[src/rtl/lr_pkg.sv]
package lr_pkg;

  localparam int COORD_W   = 6;
  localparam int DATA_W    = 16;
  localparam int SIZE_W    = 7;
  localparam int ERR_W     = 9;
  localparam int CFG_IDX_W = 2;
  localparam int CMD_DEPTH = 2;

  localparam logic [SIZE_W-1:0] SCREEN_SIZE_RESET = SIZE_W'(64);

  typedef enum logic [CFG_IDX_W-1:0] {
    REG_SCREEN_WIDTH  = 2'd0,
    REG_SCREEN_HEIGHT = 2'd1
  } cfg_reg_e;

  typedef struct packed {
    logic [COORD_W-1:0] start_x;
    logic [COORD_W-1:0] start_y;
    logic [COORD_W-1:0] end_x;
    logic [COORD_W-1:0] end_y;
    logic [DATA_W-1:0]  glyph;
    logic [DATA_W-1:0]  color;
  } req_t;

  typedef struct packed {
    logic [COORD_W-1:0] cell_x;
    logic [COORD_W-1:0] cell_y;
    logic [DATA_W-1:0]  cell_glyph;
    logic [DATA_W-1:0]  cell_color;
    logic               visible;
    logic               last;
  } cell_t;

  typedef struct packed {
    logic [COORD_W-1:0]      cur_x;
    logic [COORD_W-1:0]      cur_y;
    logic [COORD_W-1:0]      stop_coord;
    logic signed [ERR_W-1:0] err_term;
    logic signed [ERR_W-1:0] inc_keep;
    logic signed [ERR_W-1:0] inc_step;
    logic                    steep_mode;
    logic                    minor_step_up;
    logic [DATA_W-1:0]       held_glyph;
    logic [DATA_W-1:0]       held_color;
  } cmd_t;

endpackage

[src/rtl/line_rasterizer.sv]
// Bresenham line stepper for a character screen. Each request (two endpoints,
// glyph, color) yields one result per cell of the line, walked from the lower
// x end for shallow lines and the lower y end for steep ones, with a visible
// flag against the screen_width/screen_height registers and last on the final
// cell. Requests are classified in the cycle they are pushed and wait in a
// two-entry command queue. The stepper loads a request, then emits one cell per
// cycle when pop keeps up, and takes the next request only after the final
// cell of a line of n = 1 + max(|dx|,|dy|) cells (up to 64). Configuration
// writes are always taken (cfg_ready is high) and must happen while idle.
module line_rasterizer (
  input  logic                         clk,
  input  logic                         rst,
  input  lr_pkg::req_t                 req,
  input  logic                         push,
  output logic                         full,
  output lr_pkg::cell_t                result,
  output logic                         empty,
  input  logic                         pop,
  input  logic                         cfg_valid,
  output logic                         cfg_ready,
  input  logic [lr_pkg::CFG_IDX_W-1:0] cfg_index,
  input  logic [lr_pkg::SIZE_W-1:0]    cfg_data
);
  import lr_pkg::*;

  logic              q_full;
  logic              q_empty;
  logic              q_push;
  logic              q_pop;
  cmd_t              front_cmd;
  cmd_t              head_cmd;
  logic [SIZE_W-1:0] screen_width;
  logic [SIZE_W-1:0] screen_height;

  assign cfg_ready = 1'b1;

  always_ff @(posedge clk) begin
    if (rst) begin
      screen_width  <= SCREEN_SIZE_RESET;
      screen_height <= SCREEN_SIZE_RESET;
    end else if (cfg_valid && cfg_ready) begin
      case (cfg_index)
        REG_SCREEN_WIDTH:  screen_width  <= cfg_data;
        REG_SCREEN_HEIGHT: screen_height <= cfg_data;
        default: ;
      endcase
    end
  end

  lr_front u_front (
    .req    (req),
    .push   (push),
    .q_full (q_full),
    .full   (full),
    .q_push (q_push),
    .cmd    (front_cmd)
  );

  lr_cmd_queue u_queue (
    .clk     (clk),
    .rst     (rst),
    .wr      (q_push),
    .wr_data (front_cmd),
    .rd      (q_pop),
    .rd_data (head_cmd),
    .q_full  (q_full),
    .q_empty (q_empty)
  );

  lr_stepper u_stepper (
    .clk           (clk),
    .rst           (rst),
    .screen_width  (screen_width),
    .screen_height (screen_height),
    .cmd           (head_cmd),
    .q_empty       (q_empty),
    .q_pop         (q_pop),
    .pop           (pop),
    .empty         (empty),
    .result        (result)
  );

endmodule

[src/rtl/lr_front.sv]
module lr_front (
  input  lr_pkg::req_t req,
  input  logic         push,
  input  logic         q_full,
  output logic         full,
  output logic         q_push,
  output lr_pkg::cmd_t cmd
);
  import lr_pkg::*;

  logic signed [COORD_W:0] dx;
  logic signed [COORD_W:0] dy;
  logic signed [COORD_W:0] neg_dx;
  logic signed [COORD_W:0] neg_dy;
  logic [COORD_W-1:0]      abs_dx;
  logic [COORD_W-1:0]      abs_dy;
  logic                    steep;
  logic                    from_start;
  logic signed [ERR_W-1:0] two_dx;
  logic signed [ERR_W-1:0] two_dy;
  logic signed [ERR_W-1:0] one_dx;
  logic signed [ERR_W-1:0] one_dy;

  always_comb begin
    dx     = $signed({1'b0, req.end_x}) - $signed({1'b0, req.start_x});
    dy     = $signed({1'b0, req.end_y}) - $signed({1'b0, req.start_y});
    neg_dx = -dx;
    neg_dy = -dy;
    abs_dx = dx[COORD_W] ? neg_dx[COORD_W-1:0] : dx[COORD_W-1:0];
    abs_dy = dy[COORD_W] ? neg_dy[COORD_W-1:0] : dy[COORD_W-1:0];
    steep  = abs_dy > abs_dx;
    two_dx = $signed({2'b00, abs_dx, 1'b0});
    two_dy = $signed({2'b00, abs_dy, 1'b0});
    one_dx = $signed({3'b000, abs_dx});
    one_dy = $signed({3'b000, abs_dy});

    from_start = steep ? !dy[COORD_W] : !dx[COORD_W];

    cmd.cur_x         = from_start ? req.start_x : req.end_x;
    cmd.cur_y         = from_start ? req.start_y : req.end_y;
    cmd.steep_mode    = steep;
    cmd.minor_step_up = (dx[COORD_W] && dy[COORD_W]) ||
                        (dx != '0 && !dx[COORD_W] && dy != '0 && !dy[COORD_W]);
    cmd.held_glyph    = req.glyph;
    cmd.held_color    = req.color;
    if (steep) begin
      cmd.stop_coord = from_start ? req.end_y : req.start_y;
      cmd.err_term   = two_dx - one_dy;
      cmd.inc_keep   = two_dx;
      cmd.inc_step   = two_dx - two_dy;
    end else begin
      cmd.stop_coord = from_start ? req.end_x : req.start_x;
      cmd.err_term   = two_dy - one_dx;
      cmd.inc_keep   = two_dy;
      cmd.inc_step   = two_dy - two_dx;
    end
  end

  assign full   = q_full;
  assign q_push = push && !q_full;

endmodule

[src/rtl/lr_cmd_queue.sv]
module lr_cmd_queue (
  input  logic         clk,
  input  logic         rst,
  input  logic         wr,
  input  lr_pkg::cmd_t wr_data,
  input  logic         rd,
  output lr_pkg::cmd_t rd_data,
  output logic         q_full,
  output logic         q_empty
);
  import lr_pkg::*;

  localparam int PTR_W = (CMD_DEPTH > 1) ? $clog2(CMD_DEPTH) : 1;
  localparam int CNT_W = $clog2(CMD_DEPTH + 1);

  cmd_t             entries [CMD_DEPTH];
  logic [PTR_W-1:0] wr_ptr;
  logic [PTR_W-1:0] rd_ptr;
  logic [CNT_W-1:0] count;

  assign q_full  = count == CNT_W'(CMD_DEPTH);
  assign q_empty = count == '0;
  assign rd_data = entries[rd_ptr];

  always_ff @(posedge clk) begin
    if (wr) begin
      entries[wr_ptr] <= wr_data;
    end
  end

  always_ff @(posedge clk) begin
    if (rst) begin
      wr_ptr <= '0;
      rd_ptr <= '0;
      count  <= '0;
    end else begin
      if (wr) begin
        wr_ptr <= (wr_ptr == PTR_W'(CMD_DEPTH - 1)) ? '0 : wr_ptr + 1'b1;
      end
      if (rd) begin
        rd_ptr <= (rd_ptr == PTR_W'(CMD_DEPTH - 1)) ? '0 : rd_ptr + 1'b1;
      end
      case ({wr, rd})
        2'b10:   count <= count + 1'b1;
        2'b01:   count <= count - 1'b1;
        default: count <= count;
      endcase
    end
  end

endmodule

[src/rtl/lr_stepper.sv]
module lr_stepper (
  input  logic                      clk,
  input  logic                      rst,
  input  logic [lr_pkg::SIZE_W-1:0] screen_width,
  input  logic [lr_pkg::SIZE_W-1:0] screen_height,
  input  lr_pkg::cmd_t              cmd,
  input  logic                      q_empty,
  output logic                      q_pop,
  input  logic                      pop,
  output logic                      empty,
  output lr_pkg::cell_t             result
);
  import lr_pkg::*;

  cmd_t               st;
  logic               busy;
  logic               out_valid;
  cell_t              out_cell;
  logic [COORD_W-1:0] major;
  logic               at_stop;
  logic               take_step;
  logic               emit_ok;
  logic [COORD_W-1:0] minor;
  logic [COORD_W-1:0] minor_next;
  cell_t              cur_cell;

  always_comb begin
    major      = st.steep_mode ? st.cur_y : st.cur_x;
    minor      = st.steep_mode ? st.cur_x : st.cur_y;
    at_stop    = major >= st.stop_coord;
    take_step  = st.steep_mode ? (st.err_term > 0) : !st.err_term[ERR_W-1];
    minor_next = st.minor_step_up ? minor + 1'b1 : minor - 1'b1;
    emit_ok    = busy && (!out_valid || pop);
    q_pop      = !busy && !q_empty;

    cur_cell.cell_x     = st.cur_x;
    cur_cell.cell_y     = st.cur_y;
    cur_cell.cell_glyph = st.held_glyph;
    cur_cell.cell_color = st.held_color;
    cur_cell.visible    = ({1'b0, st.cur_x} < screen_width) &&
                          ({1'b0, st.cur_y} < screen_height);
    cur_cell.last       = at_stop;
  end

  assign empty  = !out_valid;
  assign result = out_cell;

  always_ff @(posedge clk) begin
    if (emit_ok) begin
      out_cell <= cur_cell;
    end
    if (q_pop) begin
      st <= cmd;
    end else if (emit_ok && !at_stop) begin
      if (st.steep_mode) begin
        st.cur_y <= st.cur_y + 1'b1;
        if (take_step) begin
          st.cur_x <= minor_next;
        end
      end else begin
        st.cur_x <= st.cur_x + 1'b1;
        if (take_step) begin
          st.cur_y <= minor_next;
        end
      end
      st.err_term <= st.err_term + (take_step ? st.inc_step : st.inc_keep);
    end
  end

  always_ff @(posedge clk) begin
    if (rst) begin
      busy      <= 1'b0;
      out_valid <= 1'b0;
    end else begin
      if (emit_ok) begin
        out_valid <= 1'b1;
      end else if (pop && out_valid) begin
        out_valid <= 1'b0;
      end
      if (q_pop) begin
        busy <= 1'b1;
      end else if (emit_ok && at_stop) begin
        busy <= 1'b0;
      end
    end
  end

endmodule
[config.mk]
export PLATFORM = sky130hd
export DESIGN_NAME = line_rasterizer
export DESIGN_NICKNAME = d
export VERILOG_FILES = /design/src/rtl/lr_pkg.sv /design/src/rtl/line_rasterizer.sv /design/src/rtl/lr_front.sv /design/src/rtl/lr_cmd_queue.sv /design/src/rtl/lr_stepper.sv
export SDC_FILE = /design/constraint.sdc
export NUM_CORES = 1
export LEC_CHECK = 0
export BUFFER_PORTS_ARGS = -buffer_cell sky130_fd_sc_hd__buf_2
export CORE_MARGIN = 4
export CORE_UTILIZATION = 30
export DETAILED_ROUTE_END_ITERATION = 8
export PLACE_DENSITY = 0.49
export SETUP_SLACK_MARGIN = 0.3
export SKIP_CTS_REPAIR_TIMING = 1
export SYNTH_ARGS = -nofsm -noshare
export SYNTH_HDL_FRONTEND = slang
export SYNTH_SLANG_ARGS = --single-unit
[constraint.sdc]
create_clock -name clk -period 6.8 [get_ports clk]
set_input_delay 0.68 -clock clk [delete_from_list [all_inputs] [get_ports clk]]
set_output_delay 0.68 -clock clk [all_outputs]
set_load 0.02 [all_outputs]
==> metrics.txt <==
outcome finished clean; first drt pass iteration count 4; Worst Path Required 7.08 ns; endpoint class of the critical path flop; drc violations 0; max-slew violations 0; Slew headroom 32.3%; sequential share of power 39.1%; Worst Hold Class input pin to flop; worst path cell trace buf_2 > inv_1 > ha_1 > fa_1 > nand2b_1 > a21oi_2 > a31oi_2 > o21ai_0 > inv_1 > fa_1 > a21o_1 > a21oi_1 > nor2b_1 > o21ai_0 > nor2_1 > a31oi_4 > mux2i_2 > buf_4 > mux2_2; Async S/R FF share, synth 0%; synthesized area per cell 14.3 µm²; most common cell after layout, fill and taps aside edfxtp_1; Post-synth EDFFs 266; pin count of the biggest net entering global routing 49; vias 7570; Vias per Instance 4.53; cell-internal power approximately 5.1 mW; die area between 40000 and 50000 µm²; power share of the clock group between 20% and 30%; initial antenna violation count 0; setup total negative slack 0 ns; Pwr Density about 500 nW/µm²; Setup Skew 0.00771 ns; layout cells sized above 1 25.5%; Rows 76; worst hold margin 0.335 ns; P&R area growth vs syn 18.9%; hpwl dp 19400 µm; Critical Path AT around 5.3 ns; gr usage total approximately 12%; max incr delay on CP 0.63 ns; Final Cycle Share 73.0%; clk sinks 287; H-tree level count 2; Post-Syn Nets 1065; met1 Use GR between 10% and 20%; VDD IR max 190 µV; ANT cells 0; Syn Inst Count 924; endpoints failing hold 0; Mapped Area between 10000 and 15000 µm²; most frequent cells in the layout 266 x edfxtp_1, 117 x buf_2, 71 x mux2_2, 67 x inv_1, 63 x ha_1; critical path launch point type input pin; nets roughly 1200; core box area 43300 µm²; Tightest Pin Transition ~1 ns; # IOs 119; Psw 2.67 mW; RSZ-0062 raised after global routing no; GR Layer Usage met3 3.07%; Clock Path Buffers 3; post-place setup slack 1.26 ns; Combinational Power Share 36.1%; global-route wire length before repair between 40000 and 50000 µm; Chip Width 218 µm; gr busiest metal met2; Sw Ratio 34.2%; met2 Use GR 19.5%; post-layout util 36.3%; Max-Cap Viols 0; Crit Path Max Fanout 12; Reg clk slew, reported paths 0.05 ns; final instance area 15700 µm²; gpl congestion around 0.8; Detail Route Antenna Nets 0; clk_lat worst skew 0.53 ns; Post-DP Area about 14000 µm²; CP max-delay cell o21ai_0; starting density of the core just over 30%; Root Driver clkbuf_16; crit path kind input pin to flop; number of setup violations in the final report 0; wire length per cell between 15 and 20 µm; FMAX about 200 MHz; leak pwr 5.98 nW; cts bufs inserted 35; Buffers on Ports approximately 120; FF+latch count, synth 287; Most used DFF post-synth edfxtp_1; die outline height 218 µm; vias in the first global route ~8000; setup slack after layout 1.83 ns; Synth cell types 58; total grt overflow 0; CTS tree done; fin crit period 4.97 ns; Post-Route WL 29000 µm; post-synthesis sequential area ratio 63.7%; First DRT Iteration DRCs 363; Synthesis Warnings 0
==> kinds of logic (layout without fill, tap and decap cells) <==
logic type / count (synthesis) / count (layout) / share of synthesized area (%)
compound gates: 158 / 158 / 7.59
buf+inv: 97 / 258 / 2.92
fa+ha+maj: 75 / 75 / 7.48
mux: 124 / 124 / 10.4
flops: 287 / 287 / 63.7
other cells: 1 / 1 / 0.0284
xor+xnor: 52 / 52 / 3.50
simple gates: 130 / 130 / 4.42
==> state kept, by name (all words and copies together) (netlist names), named ones only <==
signal	cells
screen_height	7
u_stepper.out_valid	1
u_stepper.st	30
u_queue.wr_ptr	1
u_queue.entries	146
u_stepper.cur_cell	44
screen_width	7
u_stepper.result	46
u_queue.rd_ptr	1
u_stepper.busy	1
u_queue.count	2
==> path summary, 6_finish.rpt <==
path                                                  startpoint                                to  slack, ns  cells past startpoint
worst min register to register  u_stepper.cur_cell[18]$_DFFE_PP_    u_stepper.result[18]$_DFFE_PP_       0.42                      0
worst min-delay path                                      req[3]   u_queue.entries[1][3]$_DFFE_PP_       0.34                      1
worst max-delay path                                     req[38]  u_queue.entries[1][78]$_DFFE_PP_       1.83                     19
worst max register to register        u_stepper.st[57]$_DFFE_PP_        u_stepper.st[59]$_DFFE_PP_       3.08                     12
==> critical path, delay by kind of cell <==
family                   cells  cell delay [ns]
AND/OR/NAND/NOR              3             0.35
adder cells (fa/ha/maj)      3             1.08
buffers and inverters        4             0.70
AO/OA/AOI/OAI                7             1.84
multiplexers                 2             0.60
==> metal layers <==
metal	vias up	routed length, µm
met3	39	1430
li1	3686	-
met5	-	0
met2	158	12800
met4	0	447
met1	3687	14300
==> per-stage QoR <==
stage | instances | total power [mW]
detailed placement | 1608 | 5.96
global placement | 1608 | 5.94
global route | 1670 | 8.39
floorplan | 924 | 5.13
finish | 1670 | 7.81
CTS | 1670 | 7.96
==> synthesized netlist by cell type, types with 3 or more instances <==
| library cell | count | area, µm² |
|---|---|---|
| buf_4 | 3 | 22.5 |
| nor2_1 | 61 | 229 |
| o31ai_1 | 4 | 30.0 |
| nor2b_1 | 10 | 62.6 |
| a211o_1 | 3 | 26.3 |
| a21oi_1 | 61 | 305 |
| xnor2_1 | 28 | 245 |
| mux2_2 | 71 | 800 |
| a211oi_1 | 8 | 60.1 |
| nand2b_1 | 9 | 56.3 |
| dfxtp_1 | 21 | 420 |
| clkbuf_1 | 22 | 82.6 |
| edfxtp_1 | 266 | 7990 |
| nor4_1 | 3 | 18.8 |
| fa_1 | 8 | 160 |
| nor3_1 | 3 | 15.0 |
| a21o_1 | 20 | 150 |
| mux2_4 | 8 | 120 |
| o211ai_1 | 4 | 30.0 |
| maj3_1 | 4 | 40.0 |
| ha_1 | 63 | 788 |
| nand2_1 | 26 | 97.6 |
| o21ai_0 | 28 | 140 |
| and3_1 | 3 | 18.8 |
| o21bai_1 | 10 | 75.1 |
| mux2i_1 | 44 | 440 |
| nand3_1 | 8 | 40.0 |
| inv_1 | 67 | 251 |
| xor2_1 | 23 | 201 |
==> power groups by stage <==
| stage | clock network, mW | logic (mW) | registers, mW |
|---|---|---|---|
| 6_report | 1.94 | 2.82 | 3.06 |
| 2_1_floorplan | 0 | 2.04 | 3.09 |
| 5_1_grt | 2.09 | 3.18 | 3.11 |
| 3_5_place_dp | 0 | 2.86 | 3.10 |
| 4_1_cts | 2.01 | 2.88 | 3.07 |
| 3_3_place_gp | 0 | 2.85 | 3.09 |
==> cell type report <==
class / instances / area (µm²)
Fill cell: 4186 / 27600
Sequential cell: 287 / 8410
Multi-Input combinational cell: 540 / 4430
Clock buffer: 40 / 916
Tap cell: 585 / 732
Timing Repair Buffer: 127 / 661
Clock inverter: 22 / 288
Inverter: 69 / 259
No activity file was read; power rests on OpenSTA's default activity.
